File: src/sv/cache_line_compress_size_select_defines.svh
// Assertion macros shared by the cache line size selector.
// Depends on clk_i and rst_ni being visible where a macro is used.
`ifndef CACHE_LINE_COMPRESS_SIZE_SELECT_DEFINES_SVH
`define CACHE_LINE_COMPRESS_SIZE_SELECT_DEFINES_SVH

// Condition holds at every clock edge out of reset.
`define CLCSS_ASSERT_NOW(lbl, cond, msg) \
  lbl: assert property (@(posedge clk_i) disable iff (!rst_ni) (cond)) else $error(msg);

// Antecedent implies consequent in the same cycle.
`define CLCSS_ASSERT_IMPL(lbl, ante, cons, msg) \
  lbl: assert property (@(posedge clk_i) disable iff (!rst_ni) (ante) |-> (cons)) \
    else $error(msg);

// Antecedent implies consequent in the next cycle.
`define CLCSS_ASSERT_NEXT(lbl, ante, cons, msg) \
  lbl: assert property (@(posedge clk_i) disable iff (!rst_ni) (ante) |=> (cons)) \
    else $error(msg);

`endif

File: src/sv/clcss_pkg.sv
// Shared types and codes for the cache line compressed-size selector.
// No dependencies.
`default_nettype none

package clcss_pkg;

  localparam int unsigned SIZE_W = 7;
  localparam int unsigned MODE_W = 3;
  localparam int unsigned ALG_W  = 2;
  localparam int unsigned NZ_W   = 5;

  localparam logic [ALG_W-1:0] ALG_BDI    = 2'd0;
  localparam logic [ALG_W-1:0] ALG_ZERO   = 2'd1;
  localparam logic [ALG_W-1:0] ALG_BDELTA = 2'd2;
  localparam logic [ALG_W-1:0] ALG_UNCOMP = 2'd3;

  localparam logic [MODE_W-1:0] MODE_NONE = 3'd0;
  localparam logic [SIZE_W-1:0] SIZE_RAW  = 7'd64;
  localparam logic [SIZE_W-1:0] SIZE_ZERO = 7'd1;

  // Per-line properties gathered before the size decision.
  typedef struct packed {
    logic            all_zero;
    logic            same_byte;
    logic            ok_b8;
    logic            ok_w16;
    logic            ok_w32;
    logic            same_w32;
    logic            a32_lt7;
    logic            a32_lt15;
    logic            a64_lt7;
    logic            a64_lt15;
    logic            a64_lt31;
    logic [NZ_W-1:0] nz_cnt;
  } line_flags_t;

  typedef struct packed {
    logic [ALG_W-1:0]  algorithm;
    logic [MODE_W-1:0] encoding_mode;
    logic [SIZE_W-1:0] compressed_size;
  } size_result_t;

endpackage

`default_nettype wire

File: src/sv/clcss_size_pick.sv
// Size decision: three engine minima and the cross-engine choice.
// Depends on clcss_pkg.
`default_nettype none

module clcss_size_pick (
  input  var clcss_pkg::line_flags_t  flags_i,
  output var clcss_pkg::size_result_t result_o
);

  // Zero engine modes
  localparam logic [2:0] ZM_ALL_ZERO = 3'd0;
  localparam logic [2:0] ZM_SPARSE   = 3'd1;
  localparam logic [2:0] ZM_NONE     = 3'd2;
  // Byte-delta engine modes
  localparam logic [2:0] BM_ALL_ZERO = 3'd0;
  localparam logic [2:0] BM_REPEAT   = 3'd1;
  localparam logic [2:0] BM_D8       = 3'd2;
  localparam logic [2:0] BM_D16      = 3'd3;
  localparam logic [2:0] BM_D32      = 3'd4;
  localparam logic [2:0] BM_NONE     = 3'd5;
  // BDI engine modes
  localparam logic [2:0] IM_ALL_ZERO = 3'd0;
  localparam logic [2:0] IM_REP32    = 3'd1;
  localparam logic [2:0] IM_B4D1     = 3'd2;
  localparam logic [2:0] IM_B4D2     = 3'd3;
  localparam logic [2:0] IM_B8D1     = 3'd4;
  localparam logic [2:0] IM_B8D2     = 3'd5;
  localparam logic [2:0] IM_B8D4     = 3'd6;
  localparam logic [2:0] IM_NONE     = 3'd7;

  localparam logic [6:0] SZ_REPEAT = 7'd2;
  localparam logic [6:0] SZ_SPARSE = 7'd3;
  localparam logic [6:0] SZ_REP32  = 7'd4;
  localparam logic [6:0] SZ_B8D1   = 7'd16;
  localparam logic [6:0] SZ_B4D1   = 7'd20;
  localparam logic [6:0] SZ_B8D2   = 7'd24;
  localparam logic [6:0] SZ_D8     = 7'd34;
  localparam logic [6:0] SZ_D32    = 7'd35;
  localparam logic [6:0] SZ_B4D2   = 7'd36;
  localparam logic [6:0] SZ_B8D4   = 7'd40;
  localparam logic [4:0] NZ_MAX    = 5'd8;

  logic [2:0] zm, bm, im;
  logic [6:0] zs, bs, is_sz;

  always_comb begin
    priority if (flags_i.all_zero) begin
      zm = ZM_ALL_ZERO; zs = clcss_pkg::SIZE_ZERO;
    end else if (flags_i.nz_cnt <= NZ_MAX) begin
      zm = ZM_SPARSE;   zs = SZ_SPARSE + {flags_i.nz_cnt, 2'b00};
    end else begin
      zm = ZM_NONE;     zs = clcss_pkg::SIZE_RAW;
    end
  end

  // Sizes rise down the chain; equal sizes keep the lower mode first.
  always_comb begin
    priority if (flags_i.all_zero) begin
      bm = BM_ALL_ZERO; bs = clcss_pkg::SIZE_ZERO;
    end else if (flags_i.same_byte) begin
      bm = BM_REPEAT;   bs = SZ_REPEAT;
    end else if (flags_i.ok_b8) begin
      bm = BM_D8;       bs = SZ_D8;
    end else if (flags_i.ok_w16) begin
      bm = BM_D16;      bs = SZ_D8;
    end else if (flags_i.ok_w32) begin
      bm = BM_D32;      bs = SZ_D32;
    end else begin
      bm = BM_NONE;     bs = clcss_pkg::SIZE_RAW;
    end
  end

  always_comb begin
    priority if (flags_i.all_zero) begin
      im = IM_ALL_ZERO; is_sz = clcss_pkg::SIZE_ZERO;
    end else if (flags_i.same_w32) begin
      im = IM_REP32;    is_sz = SZ_REP32;
    end else if (flags_i.a64_lt7) begin
      im = IM_B8D1;     is_sz = SZ_B8D1;
    end else if (flags_i.a32_lt7) begin
      im = IM_B4D1;     is_sz = SZ_B4D1;
    end else if (flags_i.a64_lt15) begin
      im = IM_B8D2;     is_sz = SZ_B8D2;
    end else if (flags_i.a32_lt15) begin
      im = IM_B4D2;     is_sz = SZ_B4D2;
    end else if (flags_i.a64_lt31) begin
      im = IM_B8D4;     is_sz = SZ_B8D4;
    end else begin
      im = IM_NONE;     is_sz = clcss_pkg::SIZE_RAW;
    end
  end

  // Strictly smaller wins across engines: zero, then byte-delta, then BDI; 64 or more is uncompressed.
  always_comb begin
    result_o.algorithm       = clcss_pkg::ALG_ZERO;
    result_o.encoding_mode   = zm;
    result_o.compressed_size = zs;
    if (bs < result_o.compressed_size) begin
      result_o.algorithm       = clcss_pkg::ALG_BDELTA;
      result_o.encoding_mode   = bm;
      result_o.compressed_size = bs;
    end
    if (is_sz < result_o.compressed_size) begin
      result_o.algorithm       = clcss_pkg::ALG_BDI;
      result_o.encoding_mode   = im;
      result_o.compressed_size = is_sz;
    end
    if (result_o.compressed_size >= clcss_pkg::SIZE_RAW) begin
      result_o.algorithm       = clcss_pkg::ALG_UNCOMP;
      result_o.encoding_mode   = clcss_pkg::MODE_NONE;
      result_o.compressed_size = clcss_pkg::SIZE_RAW;
    end
  end

endmodule

`default_nettype wire

File: config.mk
export PLATFORM = sky130hd
export DESIGN_NAME = clcss_size_pick
export DESIGN_NICKNAME = d
export VERILOG_FILES = /design/src/sv/cache_line_compress_size_select_defines.svh /design/src/sv/clcss_pkg.sv /design/src/sv/clcss_size_pick.sv
export SDC_FILE = /design/constraint.sdc
export NUM_CORES = 1
export LEC_CHECK = 0
export BUFFER_PORTS_ARGS = -buffer_cell sky130_fd_sc_hd__buf_4
export CELL_PAD_IN_SITES_DETAIL_PLACEMENT = 0
export CELL_PAD_IN_SITES_GLOBAL_PLACEMENT = 1
export CORE_UTILIZATION = 40
export DETAILED_ROUTE_END_ITERATION = 6
export GPL_TIMING_DRIVEN = 1
export PLACE_DENSITY = 0.95
export REMOVE_ABC_BUFFERS = 1
export SYNTH_ARGS = -nofsm -noshare
export SYNTH_HDL_FRONTEND = slang
export SYNTH_SLANG_ARGS = --single-unit
File: constraint.sdc
create_clock -name vclk -period 9.7
set_clock_uncertainty 0.15 [all_clocks]
set_input_delay 0.485 -clock vclk [all_inputs]
set_output_delay 0.485 -clock vclk [all_outputs]
set_load 0.01 [all_outputs]
==> metrics.txt <==
outcome=finished, final reports clean; critical path peak fanout=12; Placed Instances=152; Post CTS Setup Buffer Count=0; Synth cell types=35; ratio of final minimum period to clock period=0.620; top-area cell type share of the netlist area=0.134; Initial Util=0.431; Post-CTS Resized=0; Highest Signal Layer=met3; HPWL Detailed=1.56 mm; critical path launch point type=primary input; FF+latch area=0 um^2; post-layout net count=153; Peak supply drop=0.0437 mV; Fmax=166 MHz; worst rel slew slack=0.433; Mean Syn Cell Area=7.30 um^2; fin worst setup slack=3690 ps; final setup vio count=0; sequential fraction of the synthesis area=0; layout cells sized above 1=0.299; pin count of the biggest net entering global routing=18; met3 wire len=44 um; Worst EP arrival=5370 ps; initial antenna violation count=0; wire per inst=12.4 um; setup TNS=0 ps; Crit Path Category=in2out; CP endpoint kind=output port; vias in the first global route=740; Area Growth Syn to Fin=29.9%; met1 wire length=905 um; Die H=45.1 um; drt first-iter violations=3; total gr overflow=0; clock buffers=0; first-pass GRT wire length=3.16 mm; top-count cell post-synth=inv_1; non-filler cells, final=152; fin. max-slew vios=0; boundary pin count=28; GPL Wtd Cong=0.862; largest cells by area after synthesis=ha_1 13%, mux2i_1 13%, inv_1 7.1%; max cap viols=0; die width=45.1 um; synthesis warning total=0; Gate Count Post-Synth=102; Pre-antenna DRT Iters=3; met2 WL=941 um; Via density=5.26; fin crit period=6010 ps; hold crit path type=in2out; Required @ worst endpoint=9070 ps; hold_buf cts=0; Layout Utilization=0.560; number of inserted diodes=0; Hold Vio Cnt, Final=0; Synth area leader=ha_1; die area=2040 um^2; DR DRC count=0; DRT antenna net count=0; PwrDens=70.5 nW/um^2; core area=1730 um^2; Port Buffers=28; unrepaired setup endpoints after global routing=no; Seq cells=0; Leak Pwr=0.487 nW; DR vias=799; final WL=1.89 mm; All-Layer GR Usage=0.202; Cell Rows=15; synthesized cell area=744 um^2; Synth top cells by count=14 x inv_1, 13 x nor2_1, 10 x mux2i_1, 8 x ha_1; pre-CTS WS=3720 ps; Worst-Margin Slew=843 ps
[per-stage QoR]
stage                     power (mW)  area (um^2)  hold WS [ps]
final                         0.0681          967          1210
after global routing          0.0749          967          1230
after CTS                     0.0686          967          1220
after detailed placement      0.0684          967          1210
after global placement        0.0674          967          1200
after floorplan               0.0446          726           841
[layout make-up]
cell class | instances | area (um^2)
multi-input combinational | 85 | 673
inverter | 14 | 52.6
fill | 173 | 759
timing repair buffer | 28 | 210
tap | 25 | 31.3
[worst max-delay path, cell delays in order]
cell and delay, ps:
buf_4 120, o31a_1 320, nor3_1 450, nand2_1 170, ha_1 320, a21oi_1 60, a211oi_1 700, a211oi_4 160
mux2i_1 240, inv_1 60, ha_1 290, and3_1 200, a221o_1 340, a21o_1 200, a211oi_4 680, mux2_2 420
buf_4 140
[kinds of logic (layout without fill, tap and decap cells)]
| logic type | Yosys count | after routing | share of synthesized area |
|---|---|---|---|
| multiplexers | 13 | 13 | 0.185 |
| adder cells (fa/ha/maj) | 8 | 8 | 0.134 |
| buffers and inverters | 17 | 42 | 0.0958 |
| AND/OR/NAND/NOR | 41 | 41 | 0.286 |
| AO/OA/AOI/OAI | 23 | 23 | 0.299 |
[final timing paths]
| path | start | to | slack [ps] | depth (start not counted) |
|---|---|---|---|---|
| setup / recovery | flags_i[0] | result_o[5] | 3690 | 17 |
| hold / removal | flags_i[15] | result_o[1] | 1210 | 3 |
[layout by cell type (no fill, tap or decap), types with 2 or more instances in the layout]
cell       n
o21bai_1   2
nand3b_1   2
buf_4     28
nor4_1     2
nor3_1     5
and3_1     2
nand2_1    3
a21oi_1    6
nor2_1    13
mux2i_1   10
ha_1       8
a211oi_4   2
o21ai_0    2
a21o_1     2
inv_1     14
nand3_1    6
mux2_2     2
or3_1      2
[where the power goes]
group / leakage (nW) / switching, mW / internal [mW]
sequential: 0 / 0 / 0
clock: 0 / 0 / 0
combinational: 0.487 / 0.0349 / 0.0333
[metal layers]
layer	vias to the layer above	track usage
met3	0	0
met4	0	0
met2	15	0.383
met1	357	0.271
met5	-	0
li1	427	-
Power figures use the tool's default switching activity.
